## src/hw/rtl/ffe_pkg.sv

```systemverilog
// shared types, widths, register codes and rounding helper of the form factor core
package ffe_pkg;

    // field and register widths
    localparam int Q2_W          = 24;
    localparam int MASS_W        = 23;
    localparam int RHO_W         = 18;
    localparam int FF_W          = 24;
    localparam int CFG_ADDR_W    = 2;
    localparam int FRAC_BITS_DEF = 20;

    // internal datapath widths
    localparam int SQRT_PREC = 14;
    localparam int SQ_IN_W   = 62;
    localparam int ROOT_W    = 31;
    localparam int REM_W     = 33;
    localparam int DEN_W     = 32;
    localparam int QUO_W     = 31;
    localparam int Z_W       = 32;
    localparam int Z_FRAC    = 30;
    localparam int RHO_FRAC  = 16;
    localparam int P30_W     = 48;

    // register reset values
    localparam logic [MASS_W-1:0] PARENT_MASS_RST   = 23'd5535433;
    localparam logic [MASS_W-1:0] DAUGHTER_MASS_RST = 23'd1959788;
    localparam logic [RHO_W-1:0]  SLOPE_RHO2_RST    = 18'd76677;
    localparam logic [RHO_W-1:0]  V1_NORM_RST       = 18'd65536;

    // register indexes
    localparam logic [CFG_ADDR_W-1:0] CFG_PARENT_MASS   = 2'd0;
    localparam logic [CFG_ADDR_W-1:0] CFG_DAUGHTER_MASS = 2'd1;
    localparam logic [CFG_ADDR_W-1:0] CFG_SLOPE_RHO2    = 2'd2;
    localparam logic [CFG_ADDR_W-1:0] CFG_V1_NORM       = 2'd3;

    // output saturation limits
    localparam logic signed [63:0] FF_MAX = 64'sd8388607;
    localparam logic signed [63:0] FF_MIN = -64'sd8388608;

    // one lane of the square root pipeline
    typedef struct packed {
        logic [SQ_IN_W-1:0] x;
        logic [REM_W-1:0]   rem;
        logic [ROOT_W-1:0]  root;
    } t_sq_lane;

    // one lane of the divider pipeline; nq holds numerator bits then quotient
    typedef struct packed {
        logic [QUO_W-1:0] nq;
        logic [DEN_W-1:0] rem;
        logic [DEN_W-1:0] den;
    } t_div_lane;

    // sideband carried through the divider
    typedef struct packed {
        logic err;
        logic neg;
    } t_div_tag;

    // divide by 2^n, round to nearest, ties away from zero
    function automatic logic signed [63:0] shr_round(input logic signed [63:0] x,
                                                     input int n);
        logic [63:0] mag;
        logic [63:0] m;
        mag = x[63] ? (64'd0 - 64'(x)) : 64'(x);
        m = (mag + (64'd1 << (n - 1))) >> n;
        return x[63] ? $signed(64'd0 - m) : $signed(m);
    endfunction

endpackage

```

## src/hw/rtl/ffe_div_pipe.sv

```systemverilog
// pipelined restoring divider, one quotient bit per stage
module ffe_div_pipe import ffe_pkg::*; (
    input  logic                  i_clk,
    input  logic                  i_rst_n,
    input  logic                  i_en,
    input  logic                  i_valid,
    input  t_div_tag              i_tag,
    input  logic [QUO_W+DEN_W-2:0] i_num,
    input  logic [DEN_W-1:0]      i_den,
    output logic                  o_valid,
    output t_div_tag              o_tag,
    output logic [QUO_W-1:0]      o_quo
);

    // one step: shift in a numerator bit, subtract when it fits
    function automatic t_div_lane div_step(input t_div_lane s);
        t_div_lane        o;
        logic [DEN_W:0]   rem2;
        logic             qb;
        rem2 = {s.rem, s.nq[QUO_W-1]};
        if (rem2 >= {1'b0, s.den}) begin
            o.rem = DEN_W'(rem2 - {1'b0, s.den});
            qb    = 1'b1;
        end else begin
            o.rem = rem2[DEN_W-1:0];
            qb    = 1'b0;
        end
        o.nq  = {s.nq[QUO_W-2:0], qb};
        o.den = s.den;
        return o;
    endfunction

    t_div_lane r_l [QUO_W];
    t_div_tag  r_t [QUO_W];
    logic      r_v [QUO_W];

    genvar g;
    generate
        for (g = 0; g < QUO_W; g++) begin : g_stage
            t_div_lane in_l;
            t_div_tag  in_t;
            logic      in_v;
            if (g == 0) begin : g_first
                // upper numerator bits start as the partial remainder
                assign in_l = '{nq: i_num[QUO_W-1:0],
                                rem: {1'b0, i_num[QUO_W+DEN_W-2:QUO_W]},
                                den: i_den};
                assign in_t = i_tag;
                assign in_v = i_valid;
            end else begin : g_next
                assign in_l = r_l[g-1];
                assign in_t = r_t[g-1];
                assign in_v = r_v[g-1];
            end

            // step datapath
            always_ff @(posedge i_clk) begin
                if (i_en) begin
                    r_l[g] <= div_step(in_l);
                    r_t[g] <= in_t;
                end
            end

            // valid bit
            always_ff @(posedge i_clk) begin
                if (!i_rst_n) begin
                    r_v[g] <= 1'b0;
                end else if (i_en) begin
                    r_v[g] <= in_v;
                end
            end
        end
    endgenerate

    assign o_valid = r_v[QUO_W-1];
    assign o_tag   = r_t[QUO_W-1];
    assign o_quo   = r_l[QUO_W-1].nq;

endmodule

```

## config.mk

```make
export PLATFORM = sky130hd
export DESIGN_NAME = ffe_div_pipe
export DESIGN_NICKNAME = d
export VERILOG_FILES = /design/src/hw/rtl/ffe_pkg.sv /design/src/hw/rtl/ffe_div_pipe.sv
export SDC_FILE = /design/constraint.sdc
export NUM_CORES = 2
export LEC_CHECK = 0
export BUFFER_PORTS_ARGS = -buffer_cell sky130_fd_sc_hd__buf_4
export CORE_ASPECT_RATIO = 0.6
export CORE_MARGIN = 4
export CORE_UTILIZATION = 64
export CTS_BUF_LIST = sky130_fd_sc_hd__clkbuf_8
export DETAILED_ROUTE_END_ITERATION = 10
export HOLD_SLACK_MARGIN = 0.1
export PLACE_DENSITY = 0.82
export SLEW_MARGIN = 30
export SYNTH_ARGS = -nofsm -noshare
export SYNTH_HDL_FRONTEND = slang
export SYNTH_SLANG_ARGS = --single-unit
```

## constraint.sdc

```tcl
create_clock -name i_clk -period 3.9 [get_ports i_clk]
set_input_delay 0.195 -clock i_clk [delete_from_list [all_inputs] [get_ports i_clk]]
set_output_delay 0.195 -clock i_clk [all_outputs]
set_load 0.005 [all_outputs]
```

==> summary.txt <==
Timing
  – Clock Skew: 0.0541 ns
  – Final setup TNS: -2.11 ns
  – Endpoints failing setup: 51
  – Worst slew margin: 0.360
  – Setup WS post-layout: -0.184 ns
  – Final-report max-slew violation count: 0
  – Fmax: 0.245 GHz
  – Period minus WS final: 4.08 ns
  – RSZ-0062 raised after global routing: yes
  – Final hold slack: 0.242 ns
  – Final Hold Vio Count: 0
  – Tcrit/Tclk final: 1.05
  – Worst-margin pin slew: 0.960 ns

Clock tree
  – TritonCTS Buffers: 421
  – CTS Root Cell: clkbuf_8
  – Clock Path Buffers: 4
  – CTS tree: done
  – CTS H-tree lvls: 5
  – Clk sinks: 2974
  – Clock-pin slew of the registers on the worst-case setup and hold paths: 0.07 ns
  – Clock Latency Late Sink: 1.03 ns

Outcome
  – Status: finished, violations left
  – Failing checks: setup timing

Route
  – Final wirelength: 418 mm
  – DRC: 0
  – Post-DR wirelength/cell: 24.5 um
  – Drt pass-1 iters: 9
  – Routed vias/inst: 6.23
  – Via count: 106k
  – Routed Antenna Nets: 0
  – DRT iter0 DRCs: 14.1k

Synthesis
  – Synth Flop Type: edfxtp_1
  – Top cells by area, synth: edfxtp_1, ha_1, mux2_2
  – Post-synth EDFFs: 2973
  – Syn Std Cell Area: 152000 um^2
  – Cell variety after synth: 118
  – Sequential area share after synthesis: 0.589
  – Synth warnings: 0
  – Async S/R FF share, synth: 0
  – Yosys top cell by area: edfxtp_1
  – Top post-synthesis cells by count: edfxtp_1, inv_1, ha_1, a21oi_1, nand2_1
  – Top-count cell post-synth: edfxtp_1
  – Mean area per synthesized cell: 12.5 um^2
  – Synthesized flop and latch total: 2974
  – Area share of the largest cell type after synthesis: 0.589
  – Synth Instances: 12.2k
  – Mapped Nets: 13.3k

Global route
  – Total track usage: 0.329
  – Initial antenna violation count: 18
  – Vias in the first global route: 101k
  – Total grt overflow: 0
  – First-pass GRT wire length: 616 mm
  – Largest net degree at the start of global routing: 147

Place
  – Placer Congestion: 1.01
  – Placement Setup Slack: -0.611 ns
  – DP Wirelength: 297 mm
  – Buffers on Ports: 133
  – Post-DP Area: 162000 um^2

Worst setup path
  – WP data arrival: 4.83 ns
  – Reg2Reg Capture Point: r_l[0][157]
  – Crit path launch type: flop
  – R2R depth: 14
  – Crit Path Max Fanout: 2
  – Kind of critical path: reg -> reg
  – Critical Path RT: 4.64 ns
  – Critical path destination: r_l[0][157]
  – CP endpoint kind: flop
  – Reg2reg setup slack: -0.18 ns
  – Worst r2r src: r_l[0][42]
  – Critical Path Source: r_l[0][42]

Cells and area
  – Final instance area: 175000 um^2
  – Share of cells above drive strength 1: 0.170
  – FILL cells: 14.8k
  – Area delta synth->final: 15.7%
  – Nets: 14.7k

Floorplanning
  – Die height: 385 um
  – IO Count: 134
  – Initial core utilization: 0.644
  – Die width: 636 um
  – Core area: 236000 um^2
  – Die footprint: 245000 um^2
  – Row count: 138

Power and ir drop
  – Pwr dens: 858 nW/um^2
  – Worst VDD drop: 0.000483 V
  – Leak Pwr: 72.8 nW

Flow run
  – Max_cap viols: 0

Hold path
  – Hold/Removal Path Class: in -> reg
  – Hold Startpoint: i_den[0]
timing repair:
item,CTS,global route
endpoints found under the hold margin,774,0
pin swaps,44,110
setup buffers,34,66
cloned,11,11
hold buffers,225,0
setup endpoints to repair,371,749
gates resized for setup,177,320
metal layers:
layer / track usage / share of wire
met1: 0.527 / 0.46
met2: 0.423 / 0.39
met3: 0.121 / 0.14
met4: 0.0608 / 0.018
met5: 0 / 0.000081
layout by cell type (no fill, tap or decap), types with 58 or more instances in the layout:
| master | count |
|---|---|
| nand3_1 | 155 |
| nor2_1 | 576 |
| nand4_1 | 153 |
| a31oi_1 | 65 |
| edfxtp_1 | 2973 |
| o31ai_1 | 58 |
| xor2_1 | 304 |
| mux2_2 | 343 |
| o21a_1 | 121 |
| and3_1 | 116 |
| clkinv_1 | 110 |
| nor2b_1 | 153 |
| nand2_1 | 689 |
| mux2_4 | 136 |
| a21oi_1 | 885 |
| a211oi_1 | 63 |
| nor3_1 | 117 |
| ha_1 | 957 |
| inv_1 | 1338 |
| clkbuf_8 | 425 |
| nand2b_1 | 140 |
| clkinv_2 | 58 |
| xnor2_1 | 505 |
| o21ai_0 | 611 |
| a21o_1 | 526 |
| buf_4 | 863 |
| dlygate4sd3_1 | 225 |
| o21bai_1 | 104 |
| buf_12 | 74 |
per-stage QoR:
step / util / std cells / total power (W)
2_1_floorplan: - / 12200 / 0.0954
3_3_place_gp: 0.687 / 15900 / 0.116
3_5_place_dp: 0.687 / 15900 / 0.119
4_1_cts: 0.736 / 17000 / 0.145
5_1_grt: 0.744 / 17000 / 0.158
6_report: 0.745 / 17000 / 0.150
critical path: stages (launching register included):
cell and delay [ns]:
edfxtp_1 0.42, ha_1 0.33, a21o_1 0.19, a21o_1 0.17, a21o_1 0.22, a2111oi_4 0.53
o211ai_1 0.17, buf_4 0.20, a31o_2 0.29, a21o_1 0.24, a311oi_2 0.36, buf_4 0.18
o21ai_0 0.12, xnor2_1 0.22, o21ai_1 0.12
cells by family (layout without fill, tap and decap cells):
| group | count (synthesis) | count (layout) | synth area share |
|---|---|---|---|
| AO/OA/AOI/OAI | 2984 | 2984 | 0.125 |
| flip-flops | 2974 | 2974 | 0.589 |
| AND/OR/NAND/NOR | 2385 | 2385 | 0.0762 |
| buffers and inverters | 1477 | 3198 | 0.0381 |
| adder cells (fa/ha/maj) | 1022 | 1022 | 0.0858 |
| XOR/XNOR | 809 | 809 | 0.0467 |
| multiplexers | 514 | 514 | 0.0393 |
| other | 0 | 12 | 0 |
power by group:
group	internal, W	switching (W)
sequential	0.0460	0.00490
combinational	0.0345	0.0410
clock	0.0116	0.0125
total	0.0920	0.0585
flip-flops by register name, indices dropped and copies added (netlist names):
| name | count |
|---|---|
| r_l | 2881 |
| r_t | 62 |
| r_v | 31 |
cell type report:
class	count	area, um^2	share of cell area
antenna	12	30.0	0.000171
clock buffer	425	5850	0.0333
clock inverter	331	2020	0.0115
inverter	1234	4640	0.0264
multi-input combinational	7714	58600	0.334
sequential	2974	89300	0.509
tap	3150	3940	0.0225
timing repair buffer	1208	11100	0.0632
worst min-delay path by stage:
stage,depth (start not counted),to
finish,4,r_l[0][32]
global route,3,r_v[1][9]
CTS,4,r_l[0][32]
detailed placement,1,r_l[0][88]
global placement,1,r_t[0][1]
floorplan,0,r_l[0][0]
No activity file was read; power rests on OpenSTA's default activity.
